==> src/hw/rtl/pfrt_pkg.sv <==
`default_nettype none
package pfrt_pkg;

  localparam int unsigned FramesDef    = 32;
  localparam int unsigned PidBitsDef   = 8;
  localparam int unsigned PageBitsDef  = 20;
  localparam int unsigned StampBitsDef = 32;

  localparam int unsigned FrameOutBits = 5;
  localparam int unsigned UsedOutBits  = 6;
  localparam int unsigned CountBits    = 32;

  localparam logic ModeAccess   = 1'b0;
  localparam logic ModeSetDirty = 1'b1;
  localparam logic PolicyFifo   = 1'b0;
  localparam logic PolicyLru    = 1'b1;

  // update broadcast to the cells
  typedef enum logic [1:0] {
    OpNone,
    OpTouch,
    OpLoad,
    OpDirty
  } pfrt_op_e;

  // control part of the record that walks down the chain
  typedef struct packed {
    logic valid;
    logic match;
    logic free;
  } pfrt_carry_t;

endpackage
`default_nettype wire

==> src/hw/rtl/pfrt_cell.sv <==
`default_nettype none
module pfrt_cell
  import pfrt_pkg::*;
#(
  parameter int unsigned FRAMES     = FramesDef,
  parameter int unsigned PID_BITS   = PidBitsDef,
  parameter int unsigned PAGE_BITS  = PageBitsDef,
  parameter int unsigned STAMP_BITS = StampBitsDef,
  parameter int unsigned INDEX      = 0,
  localparam int unsigned IdxW      = $clog2(FRAMES)
) (
  input  wire logic                  clk_i,
  input  wire logic                  rst_ni,
  input  wire logic                  policy_i,
  input  wire logic [PID_BITS-1:0]   pid_i,
  input  wire logic [PAGE_BITS-1:0]  page_i,
  input  wire pfrt_carry_t           carry_i,
  input  wire logic [IdxW-1:0]       match_idx_i,
  input  wire logic [IdxW-1:0]       free_idx_i,
  input  wire logic [IdxW-1:0]       min_idx_i,
  input  wire logic [STAMP_BITS-1:0] min_stamp_i,
  output pfrt_carry_t                carry_o,
  output logic [IdxW-1:0]            match_idx_o,
  output logic [IdxW-1:0]            free_idx_o,
  output logic [IdxW-1:0]            min_idx_o,
  output logic [STAMP_BITS-1:0]      min_stamp_o,
  input  wire pfrt_op_e              op_i,
  input  wire logic [IdxW-1:0]       op_idx_i,
  input  wire logic [STAMP_BITS-1:0] op_stamp_i,
  input  wire logic                  op_dirty_i,
  output logic                       dirty_o
);
  localparam logic [IdxW-1:0] MyIdx = IdxW'(INDEX);

  logic                  occ_q;
  logic                  dirty_q;
  logic [PID_BITS-1:0]   owner_q;
  logic [PAGE_BITS-1:0]  page_q;
  logic [STAMP_BITS-1:0] load_q, use_q;
  logic [STAMP_BITS-1:0] own_stamp;
  logic                  is_match, take_min, sel;

  assign own_stamp = (policy_i == PolicyLru) ? use_q : load_q;
  assign is_match  = occ_q && (owner_q == pid_i) && (page_q == page_i);
  assign take_min  = (INDEX == 0) || (own_stamp < min_stamp_i);
  assign sel       = (op_idx_i == MyIdx);
  assign dirty_o   = dirty_q;

  // chain stage
  always_ff @(posedge clk_i or negedge rst_ni) begin
    if (!rst_ni) begin
      carry_o <= '0;
    end else begin
      carry_o.valid <= carry_i.valid;
      if (carry_i.valid) begin
        carry_o.match <= carry_i.match | is_match;
        carry_o.free  <= carry_i.free | ~occ_q;
      end
    end
  end

  always_ff @(posedge clk_i) begin
    if (carry_i.valid) begin
      match_idx_o <= carry_i.match ? match_idx_i : MyIdx;
      free_idx_o  <= carry_i.free ? free_idx_i : MyIdx;
      if (take_min) begin
        min_idx_o   <= MyIdx;
        min_stamp_o <= own_stamp;
      end else begin
        min_idx_o   <= min_idx_i;
        min_stamp_o <= min_stamp_i;
      end
    end
  end

  // frame contents
  always_ff @(posedge clk_i or negedge rst_ni) begin
    if (!rst_ni) begin
      occ_q   <= 1'b0;
      dirty_q <= 1'b0;
    end else if (sel) begin
      if (op_i == OpLoad) begin
        occ_q   <= 1'b1;
        dirty_q <= 1'b0;
      end else if (op_i == OpDirty) begin
        dirty_q <= op_dirty_i;
      end
    end
  end

  always_ff @(posedge clk_i) begin
    if (sel) begin
      case (op_i)
        OpLoad: begin
          owner_q <= pid_i;
          page_q  <= page_i;
          load_q  <= op_stamp_i;
          use_q   <= op_stamp_i;
        end
        OpTouch: use_q <= op_stamp_i;
        default: ;
      endcase
    end
  end
endmodule
`default_nettype wire

==> config.mk <==
export PLATFORM = sky130hd
export DESIGN_NAME = pfrt_cell
export DESIGN_NICKNAME = d
export VERILOG_FILES = /design/src/hw/rtl/pfrt_pkg.sv /design/src/hw/rtl/pfrt_cell.sv
export SDC_FILE = /design/constraint.sdc
export NUM_CORES = 1
export LEC_CHECK = 0
export ABC_AREA = 1
export BUFFER_PORTS_ARGS = -buffer_cell sky130_fd_sc_hd__buf_4
export CAP_MARGIN = 30
export CELL_PAD_IN_SITES_DETAIL_PLACEMENT = 0
export CELL_PAD_IN_SITES_GLOBAL_PLACEMENT = 1
export CORE_UTILIZATION = 40
export DETAILED_ROUTE_END_ITERATION = 7
export PLACE_DENSITY = 0.9
export SYNTH_ARGS = -nofsm -noshare
export SYNTH_HDL_FRONTEND = slang
export SYNTH_SLANG_ARGS = --single-unit
==> constraint.sdc <==
create_clock -name clk_i -period 1.6 [get_ports clk_i]
set_clock_uncertainty 0.2 [all_clocks]
set_input_delay 0.24 -clock clk_i [delete_from_list [all_inputs] [get_ports clk_i]]
set_output_delay 0.24 -clock clk_i [all_outputs]
set_load 0.02 [all_outputs]
=== Yosys cells after proc, flatten, opt, wreduce, memory -nomap -nowiden ===
Index checks and enable logic that the tools add are counted.

* Register bits after elaboration: 139
* Input port bits: 121
* Output and inout bits: 51
* Logic and storage cells: 31

* Equality and inequality tests: 5
* Muxes and demuxes: 3
* Bitwise gates (word level): 3
* Reduce and logical (&&, ||, !) cells: 8

{| class="wikitable"
|+ Operators by type and width
! operator !! count
|-
| 32-bit 2-to-1 mux || 1
|-
| 20-bit equality test || 1
|-
| 8-bit equality test || 1
|-
| 2-bit AND reduction || 3
|-
| 5-bit logical NOT || 1
|-
| 2-bit equality test (second input constant) || 2
|-
| 2-bit by 1-bit equality test with 1-bit output (second input constant) || 1
|-
| 1-bit logical AND || 2
|-
| 1-bit 2-to-1 mux || 2
|-
| 1-bit OR || 2
|-
| 2-bit nonzero test || 1
|-
| 2-bit OR reduction || 1
|-
| 1-bit NOT || 1
|}

=== Logic depth before layout (Yosys ltp) ===
Gate-level depths: netlist (run 1).

* Depth in word-level cells: 4
* Mapped depth: 10
* Depth with buffers taken out: 10

=== Worst setup path after synthesis (run 1) ===
Ideal clock, no wire load.

* Kind: input to register
* From: in op_i[0]
* To: reg load_q[0] (enable)
* Library setup time: 0.478 ns
* Data arrival time: 3.005 ns
* Data required time: 0.922 ns
* Slack: -2.084 ns
* Stages on the path: 4
* Buffers on the path: 0
* Cells stage by stage: inv_1 -> ha_1 -> inv_1 -> nor2_1

* Cells in the longest elaborated chain, start to end: 2

{| class="wikitable"
|+ RTL lines
! what !! RTL line !! text
|-
| from (decl) || pfrt_cell.sv:27 || <nowiki>input wire pfrt_op_e op_i,</nowiki>
|-
| 2-bit equality test || pfrt_cell.sv:93 || <nowiki>case (op_i)</nowiki>
|-
| 2-bit AND reduction (no source line) || n/a ||
|-
| to (signal assigned) || pfrt_cell.sv:97 || <nowiki>load_q <= op_stamp_i;</nowiki>
|-
| to (decl) || pfrt_cell.sv:39 || <nowiki>logic [STAMP_BITS-1:0] load_q, use_q;</nowiki>
|}

No other way between the ends.
A chain may end at the register's enable or synchronous reset.

=== Worst setup path after layout (run 1) ===
* From: in match_idx_i[4]
* To: reg match_idx_o[4], data pin

{| class="wikitable"
|+ RTL lines
! what !! RTL line !! text
|-
| from (decl) || pfrt_cell.sv:18 || <nowiki>input wire logic [IdxW-1:0] match_idx_i,</nowiki>
|-
| to (signal assigned) || pfrt_cell.sv:64 || <nowiki>match_idx_o <= carry_i.match ? match_idx_i : MyIdx;</nowiki>
|-
| to (decl) || pfrt_cell.sv:23 || <nowiki>output logic [IdxW-1:0] match_idx_o,</nowiki>
|}

No word-level cell between the ends.

==> results of run 1 <==
worst paths after layout:
path	startpoint	to	slack, ns
max	match_idx_i[4]	match_idx_o[4]$_SDFFCE_PN0P_	0.01
min	page_i[16]	page_q[16]$_DFFE_PP_	-0.003
max in group asynchronous	rst_ni	carry_o[0]$_DFFE_PN0P_	0.44
min in group asynchronous	rst_ni	occ_q$_DFFE_PN0P_	0.57
max reg2reg	page_q[6]$_DFFE_PP_	carry_o[1]$_DFFE_PN0P_	0.10
min reg2reg	carry_o[1]$_DFFE_PN0P_	carry_o[1]$_DFFE_PN0P_	0.32
cell families after synthesis:
logic type	count (synthesis)	share of synthesized area, %
and+or+nand+nor	125	8.89
DFF	139	77.5
xor gates and xnor gates	2	0.327
buffers and inverters	68	5.36
other	1	0.0701
adders and majority gates	2	0.468
muxes	32	6.74
AOI/OAI and AO/OA	6	0.608
cell usage after synthesis:
cell type | count | share of area [%]
nor2_1 | 36 | 2.5
a21oi_1 | 1 | 0.093
or2_1 | 1 | 0.12
inv_1 | 59 | 4.1
edfxtp_1 | 134 | 75
o21bai_1 | 1 | 0.14
buf_4 | 8 | 1.1
nand2_1 | 86 | 6.0
o21ai_0 | 4 | 0.37
nand3_1 | 1 | 0.093
dfrtp_1 | 5 | 2.3
mux2_2 | 30 | 6.3
clkbuf_2 | 1 | 0.093
conb_1 | 1 | 0.070
xnor2_1 | 2 | 0.33
or2_2 | 1 | 0.12
mux2_1 | 2 | 0.42
ha_1 | 2 | 0.47
worst reg2reg max path, delay by kind of cell (launching register included):
family           cells  cell delay [ns]
AND/OR/NAND/NOR      9             0.81
flip-flops           1             0.41
sequential cells by signal, summed over array words and instances (netlist names):
register	count
load_q	32
min_stamp_o	32
owner_q	8
dirty_o	1
free_idx_o	5
use_q	32
carry_o	3
occ_q	1
page_q	20
match_idx_o	5
cell type report:
type / instances / area (sq um) / area share [%]
Antenna cell: 1 / 2.50 / 0.0310
Clock buffer: 17 / 425 / 5.27
Clock inverter: 15 / 140 / 1.74
Inverter: 59 / 221 / 2.75
Multi-Input combinational cell: 172 / 997 / 12.4
Sequential cell: 139 / 4150 / 51.4
Tap cell: 172 / 215 / 2.67
Timing Repair Buffer: 214 / 1920 / 23.8
layer usage:
layer / up-vias / global-route usage, %
li1: 1702 / -
met1: 1624 / 18.6
met2: 141 / 32.5
met3: 23 / 5.67
met4: 0 / 8.49
met5: - / 0
power breakdown:
part | leakage [nW] | internal [W] | switching (W)
registers | 1.29 | 0.00409 | 0.0000310
clock network | 0.270 | 0.00216 | 0.00151
logic | 1.84 | 0.000424 | 0.000342
total | 3.41 | 0.00667 | 0.00188
stage by stage:
| stage | power, W | instance area [sq um] | setup TNS, ns |
|---|---|---|---|
| 2_1_floorplan | 0.00444 | 5420 | -23.33 |
| 3_3_place_gp | 0.00478 | 6710 | 0 |
| 3_5_place_dp | 0.00480 | 6710 | 0 |
| 4_1_cts | 0.00865 | 8150 | 0 |
| 5_1_grt | 0.00884 | 8070 | -0.0413 |
| 6_report | 0.00855 | 8070 | 0 |
repair_timing:
item / CTS / global route
buffers inserted: 0 / 0
hold endpoints to repair: 112 / 1
hold buffers: 87 / 1
gates resized for setup: 0 / 10
setup endpoints to repair: 0 / 10
==> qor.yml, run 1 <==
drc: 0
worst_setup_path_start_kind: "primary input"
violations: "hold timing"
status: "finished, violations left"
routed-wl-met3_um: 617
timing.hold.ws_ns: -0.00311
worstPathArrival_ns: 1.56
final_cell_mix: "134 x edfxtp_1, 125 x buf_4, 86 x nand2_1"
fin_ws_ns: 0.0113
endpoint_kind: "flip-flop"
numCtsBuffers: 17
synthDistinctLibCells: 18
path_class: "primary input to flip-flop"
routed.top_layer: "met4"
cts_root_buf: "clkbuf_16"
antenna_found_initial: 1
die_h_um: 118
ios: 172
grt_overflow: 0
finalSetupViolCount: 0
grt_max_degree: 33
worst_path_max_delay_cell: "dlygate4sd3_1"
critPathMostFrequentCell: "dlygate4sd3_1"
insertion_delay_ns: 0.42
p_per_area_mw_per_mm2: 1060
grtUsageTotal_pct: 17.9
min_path_cells: 1
clkTransAtPathRegs_ns: 0.06
final_common_cell: "edfxtp_1"
syn_area_sq_mm: 0.00535
synthCells: 375
critPathTopFamily: "buffers and inverters"
rsz0062_at_grt: "yes"
min_period_ns: 1.59
ys_seq_area_share_pct: 77.5
grt_pass1_vias: 3827
hold_path_class: "primary input to flip-flop"
final-instance-count-excl-fill: 789
clock_sinks: 139
cp_cell_sequence: "dlygate4sd3_1, buf_4, nand2_1, dlygate4sd3_1, inv_1"
routed_via_density: 4.42
avgSynthCellArea_sq_um: 14.3
routedWlPerCell_um: 14.2
place_hpwl_um: 7080
max_stage_delay_ns: 0.56
finalHoldViolations: 1
place_ws_ns: 0.0238
io_buffers: 129
vias: 3490
rows: 41
max_cap_viol_count: 0
cp_max_fo: 1
postRouteWirelength_um: 11200
fin_nets: 726
ys_warn_count: 0
dp.cells: 681
clockBufferDepth: 2
drt_iter0_drc: 258
synthToLayoutAreaGrowth_pct: 50.8
fill_cells: 923
met1Wirelength_um: 4360
route.met2.wl_um: 5970
drv_slew: 0
ant_nets: 0
p_leak_nw: 3.41
required_ns: 1.57
place.gp.congestion: 0.769
cp.depth: 5
core_area_sq_mm: 0.0128
synth-seq-cells: 139
ir_drop_v: 0.000643
initial_core_util_pct: 41.7
utilization_pct: 62.9
cts.htree.levels: 4
die_area_sq_mm: 0.0138
die_w_um: 118
grt_pass1_wl_um: 18400
drive_gt1_share_pct: 33.8
fmax_mhz: 629
finalCritPeriodShare_pct: 99.3
firstDrtPassIters: 6
ff2ff_path_depth: 9
path_buf_inv: 4
cts_tree: "yes"
Note: power is estimated with default switching activity, not from simulation.
==> run 2: changes to the inputs <==
--- a/config.mk
+++ b/config.mk
@@ -5,12 +5,12 @@
 export SDC_FILE = /design/constraint.sdc
 export NUM_CORES = 1
 export LEC_CHECK = 0
-export ABC_AREA = 1
 export BUFFER_PORTS_ARGS = -buffer_cell sky130_fd_sc_hd__buf_4
 export CAP_MARGIN = 30
 export CELL_PAD_IN_SITES_DETAIL_PLACEMENT = 0
 export CELL_PAD_IN_SITES_GLOBAL_PLACEMENT = 1
-export CORE_UTILIZATION = 40
+export CORE_MARGIN = 10
+export CORE_UTILIZATION = 41
 export DETAILED_ROUTE_END_ITERATION = 7
 export PLACE_DENSITY = 0.9
 export SYNTH_ARGS = -nofsm -noshare
==> run 2 against run 1 <==
- the flow finishes with violations (setup timing)
- total power is 4.2% higher
- first-iteration DRC count down 38%
- utilization increased by 1.7 points
- global-route usage fell by 4.3 points
- sequential power barely moved
- final cell count decreased by 16%
- critical path type is now flip-flop to flip-flop
- critical endpoint is now carry_o[1]$_DFFE_PN0P_
- non-clock buffer count rose by 4
- combinational power is 5.4% lower
- clock power is 11% higher
- setup slack got worse by 0.13 ns
==> qor.yml, run 2 <==
utilization_pct: 64.6
biggestRegsByFlops: "load_q x32, min_stamp_o x32, use_q x32"
ir_drop_v: 0.000657
p_leak_nw: 2.96
cts_root_buf: "clkbuf_16"
finalSetupViolCount: 1
p_sw_share_pct: 20.3
p_per_area_mw_per_mm2: 1140
syn_area_sq_mm: 0.00507
r2r_end: "carry_o[1]$_DFFE_PN0P_"
numCtsBuffers: 17
ys_warn_count: 0
totalPowerFinal_w: 0.00891
min_period_ns: 1.72
core_area_sq_mm: 0.0121
die_h_um: 131
fmax_mhz: 583
insertion_delay_ns: 0.41
fin_nets: 601
grt_pass1_wl_um: 18400
place.gp.congestion: 0.741
vias: 2950
final_area_sq_mm: 0.00779
finalHoldViolations: 0
cts.htree.levels: 4
synth_edf_count: 134
status: "finished, violations left"
rsz0062_at_grt: "yes"
violations: "setup timing"
async_flop_share_pct: 3.60
final_cell_mix: "134 x edfxtp_1, 132 x buf_4, 80 x dlygate4sd3_1"
synth_top_family_by_area: "multiplexers"
synth_compound_area_share_pct: 0.617
clockBufferDepth: 2
synth-seq-cells: 139
p_clk_share_pct: 45.6
avgSynthCellArea_sq_um: 20.6
synth_fa_ha_area_share_pct: 0.494
fin_ws_ns: -0.116
endpoint_kind: "flip-flop"
synthToLayoutAreaGrowth_pct: 53.8
finalCritPeriodShare_pct: 107
grt_overflow: 0
yosys-top-cells-count: "134 x edfxtp_1, 32 x mux2_1, 19 x xor2_1"
power_switching_w: 0.00181
drc: 0
ff2ff_path_depth: 6
postRouteWirelength_um: 11600
r2r_start: "page_q[10]$_DFFE_PP_"
min_from: "op_i[1]"
initial_core_util_pct: 42.0
ys_top_cells_by_area: "edfxtp_1 79%, mux2_1 7.1%, xor2_1 3.3%, dfrtp_1 2.5%, xnor2_1 1.6%"
insertedDiodeCount: 0
ios: 172
worst_setup_path_start_kind: "flip-flop"
routedWlPerCell_um: 17.7
final_common_cell: "edfxtp_1"
cp_max_fo: 1
grtUsageTotal_pct: 13.6
timing.hold.ws_ns: 0.107
die_w_um: 131
io_buffers: 129
ys_seq_area_share_pct: 81.9
drive_gt1_share_pct: 35.8
cts_tree: "yes"
synth-simple-area-share_pct: 3.70
ant_nets: 0
synth_mux_area_share_pct: 7.11
path_class: "flip-flop to flip-flop"
grt_pass1_vias: 3402
synthDistinctLibCells: 29
synth.most_common_cell: "edfxtp_1"
yosysTopAreaCellShare_pct: 79.4
yosys.area.top_type: "edfxtp_1"
p_seq_share_pct: 46.2
worstPathArrival_ns: 1.87
place_hpwl_um: 7240
internal_power_w: 0.00711
post_dp_cell_area_sq_mm: 0.00635
die_area_sq_mm: 0.0172
drv_slew: 0
min_path_cells: 4
drt_iter0_drc: 161
synthCells: 246
hold_path_class: "primary input to flip-flop"
holdPathEnd: "dirty_o$_DFFE_PN0P_"
antenna_found_initial: 0
required_ns: 1.75
rrSetupSlack_ns: -0.12
clock_sinks: 139
synth-xor-area-share_pct: 4.84
combPwrFrac_pct: 8.1
synth_ff_type: "edfxtp_1"
firstDrtPassIters: 4
routed_via_density: 4.48
clkTransAtPathRegs_ns: 0.06
max_cap_viol_count: 0
rows: 40
grt_max_degree: 33
run 2: layer usage:
layer	global-route usage [%]	share of wire, %	up-vias
li1	-	-	1399
met1	14.5	39	1429
met2	23.7	53	111
met3	6.29	7.1	11
met4	3.94	1.0	0
met5	0	0	-
run 2: cells by family (layout without fill, tap and decap cells):
kind of cell | Yosys count | in the layout
fa+ha+maj | 2 | 2
xor+xnor | 28 | 28
mux | 32 | 32
simple gates | 28 | 28
buf+inv | 11 | 252
other cells | 1 | 5
flops | 139 | 139
compound gates | 5 | 5
run 2: how the worst max path moves through the flow:
| stage | start | endpoint | slack (ns) | cells past startpoint |
|---|---|---|---|---|
| after floorplan | op_idx_i[0] | use_q[0]$_DFFE_PP_ | -0.60 | 2 |
| after detailed placement | op_idx_i[0] | page_q[10]$_DFFE_PP_ | -0.35 | 5 |
| after CTS | page_q[10]$_DFFE_PP_ | carry_o[1]$_DFFE_PN0P_ | -0.17 | 6 |
| final | page_q[10]$_DFFE_PP_ | carry_o[1]$_DFFE_PN0P_ | -0.12 | 6 |
| after global routing | page_q[10]$_DFFE_PP_ | carry_o[1]$_DFFE_PN0P_ | -0.22 | 6 |
| after global placement | op_idx_i[0] | owner_q[4]$_DFFE_PP_ | -0.33 | 5 |
run 2: timing repair:
item                                    4_1_cts  5_1_grt
endpoints found under the setup margin        1       14
resized for setup                             1        0
buffers inserted                              0        0
hold endpoints to repair                    111        1
pin swaps                                     1        0
gates cloned                                  0        1
hold buffers                                 80        1
run 2: layout make-up:
cell class | count | area (sq um)
Clock buffer | 17 | 425
Clock inverter | 15 | 194
Fill cell | 809 | 4270
Inverter | 2 | 7.51
Multi-Input combinational cell | 100 | 887
Sequential cell | 139 | 4150
Tap cell | 168 | 210
Timing Repair Buffer | 218 | 1920
run 2: stage by stage:
stage                     setup WS (ns)  setup TNS, ns  cells
final                            -0.116         -0.116    659
after CTS                        -0.170         -0.170    659
after global placement           -0.332         -27.08    547
after floorplan                  -0.605         -44.16    250
after detailed placement         -0.354         -28.92    547
after global routing             -0.221         -0.221    659
run 2: power groups by stage:
| stage | Combinational [W] | Clock (W) | Sequential, W |
|---|---|---|---|
| floorplan | 0.000127 | 0 | 0.00428 |
| global placement | 0.000546 | 0 | 0.00419 |
| detailed placement | 0.000561 | 0 | 0.00420 |
| CTS | 0.000722 | 0.00414 | 0.00412 |
| global route | 0.000776 | 0.00432 | 0.00413 |
| finish | 0.000725 | 0.00407 | 0.00412 |
run 2: critical path: stages, from the launching register on:
cell      delay, ns
edfxtp_1       0.39
xor2_1         0.16
nor4_2         0.32
buf_4          0.16
nand4_1        0.12
nor4_2         0.17
o22a_1         0.15
==> run 3: changes to the inputs <==
==> config.mk (replaced) <==
export PLATFORM = sky130hd
export DESIGN_NAME = pfrt_cell
export DESIGN_NICKNAME = d
export VERILOG_FILES = /design/src/hw/rtl/pfrt_pkg.sv /design/src/hw/rtl/pfrt_cell.sv
export SDC_FILE = /design/constraint.sdc
export NUM_CORES = 1
export LEC_CHECK = 0
export CAP_MARGIN = 30
export CELL_PAD_IN_SITES_DETAIL_PLACEMENT = 0
export CELL_PAD_IN_SITES_GLOBAL_PLACEMENT = 1
export CORE_MARGIN = 10
export CORE_UTILIZATION = 51
export DETAILED_ROUTE_END_ITERATION = 7
export DONT_BUFFER_PORTS = 1
export PLACE_DENSITY = 0.88
export SYNTH_ARGS = -nofsm -noshare
export SYNTH_HDL_FRONTEND = slang
export SYNTH_SLANG_ARGS = --single-unit
==> run 3 against run 2 <==
- the flow finishes with violations (hold timing, setup timing)
- sequential power is 2% higher
- sequential share of layout area is 7.8 points higher
- sequential cell count stayed put
- final cell count decreased by 25%
- die area fell by 17%
- fmax grew 6.2%
- wire length is 7.8% lower
- via count fell by 15%
- utilization increased by 5.3 points
- setup slack better by 0.10 ns
- final area fell by 13%
- first-iteration DRC count grew 24%
- critical path type is now primary input to flip-flop
==> qor.yml, run 3 (synthesis results as in run 2) <==
status: "finished, violations left"
violations: "hold timing, setup timing"
place_hpwl_um: 6420
rsz0062_at_grt: "yes"
routed_via_density: 5.03
max_cap_viol_count: 0
post_dp_cell_area_sq_mm: 0.00529
final_area_sq_mm: 0.00680
endpoint_kind: "flip-flop"
ir_drop_v: 0.000626
place.gp.congestion: 0.721
p_leak_nw: 2.33
grtUsageTotal_pct: 15.1
grt_pass1_vias: 2893
postRouteWirelength_um: 10700
clkTransAtPathRegs_ns: 0.06
finalHoldViolations: 32
antenna_found_initial: 1
hold_path_class: "primary input to flip-flop"
vias: 2498
min_from: "policy_i"
drc: 0
grt_pass1_wl_um: 16600
biggestRegsByFlops: "load_q x32, min_stamp_o x32, use_q x32"
clockBufferDepth: 2
finalSetupViolCount: 16
grt_max_degree: 48
ant_nets: 0
p_per_area_mw_per_mm2: 1240
finalCritPeriodShare_pct: 101
holdBufCountCts: 82
path_class: "primary input to flip-flop"
final_common_cell: "edfxtp_1"
die_area_sq_mm: 0.0143
fmax_mhz: 619
cts.htree.levels: 4
initial_core_util_pct: 52.1
totalPowerFinal_w: 0.00841
firstDrtPassIters: 4
ios: 172
numCtsBuffers: 17
cp_max_fo: 16
io_buffers: 0
ff2ff_path_depth: 5
cts_root_buf: "clkbuf_8"
drive_gt1_share_pct: 12.9
clock_sinks: 139
r2r_start: "page_q[17]$_DFFE_PP_"
worstPathArrival_ns: 1.63
core_area_sq_mm: 0.00973
min_path_cells: 1
drt_iter0_drc: 199
fin_nets: 473
timing.hold.ws_ns: -0.254
grt_overflow: 0
crit_path_start: "op_i[1]"
fill_cells: 627
die_w_um: 120
place_ws_ns: -0.277
insertion_delay_ns: 0.51
rows: 36
min_period_ns: 1.62
synthToLayoutAreaGrowth_pct: 34.2
required_ns: 1.62
routedWlPerCell_um: 21.6
fin_ws_ns: -0.0159
die_h_um: 120
fin_setup_tns_ns: -0.185
cts_tree: "yes"
final_cell_mix: "134 x edfxtp_1, 81 x dlygate4sd3_1, 32 x mux2_1"
drv_slew: 0
worst_setup_path_start_kind: "primary input"
-- run 3: cell types whose count changed in the layout (fill, tap and decap cells not counted), sizes merged --
cell,delta
clkinv,+1
dlygate4sd3,+1
clkbuf,+1
bufinv,-1
buf,-130
inv,-2
clkinvlp,+2
diode,+1
-- run 3: path summary, 6_finish.rpt --
kind	end	slack, ns
max	use_q[26]$_DFFE_PP_	-0.02
min	min_stamp_o[7]$_DFFE_PP_	-0.25
max reg2reg	carry_o[1]$_DFFE_PN0P_	0
min reg2reg	carry_o[0]$_DFFE_PN0P_	0.30
max in group asynchronous	occ_q$_DFFE_PN0P_	0.63
min in group asynchronous	carry_o[1]$_DFFE_PN0P_	0.37
-- run 3: what timing repair did --
item / CTS / global route
pin swaps: 5 / 1
endpoints found under the hold margin: 218 / 32
endpoints found under the setup margin: 1 / 9
resized for setup: 1 / 0
setup buffers: 0 / 1
gates cloned: 0 / 2
-- run 3: layer usage --
| metal | routed length (um) | up-vias | GRT usage (%) | share of wire (%) |
|---|---|---|---|---|
| met4 | 182 | 0 | 6.11 | 1.7 |
| li1 | - | 1155 | - | - |
| met3 | 1100 | 18 | 7.83 | 10 |
| met5 | 0 | - | 0 | 0 |
| met2 | 5430 | 120 | 25.1 | 51 |
| met1 | 4020 | 1205 | 16.0 | 37 |
-- run 3: per-stage QoR --
stage / cells / util [%]
detailed placement: 379 / 54.4
floorplan: 250 / -
CTS: 493 / 69.1
finish: 497 / 69.9
global placement: 379 / 54.4
global route: 497 / 69.9
-- run 3: cell type report --
cell class | instances | area, sq um | share of cell area [%]
Antenna cell | 1 | 2.50 | 0.0368
Sequential cell | 139 | 4150 | 61.0
Multi-Input combinational cell | 100 | 887 | 13.1
Clock buffer | 17 | 414 | 6.09
Clock inverter | 15 | 174 | 2.56
Timing Repair Buffer | 90 | 996 | 14.7
Tap cell | 133 | 166 | 2.45
Inverter | 2 | 7.51 | 0.110
-- run 3: power breakdown --
group          switching [W]  internal (W)  total, W
registers           0.000127       0.00409   0.00422
logic               0.000141      0.000211  0.000352
clock network        0.00147       0.00237   0.00384
-- run 3: worst max-delay path, cell delays in order --
cell and delay, ns:
dlygate4sd3_1 0.58, ha_1 0.32, nor3_4 0.16, buf_12 0.15, clkbuf_16 0.18
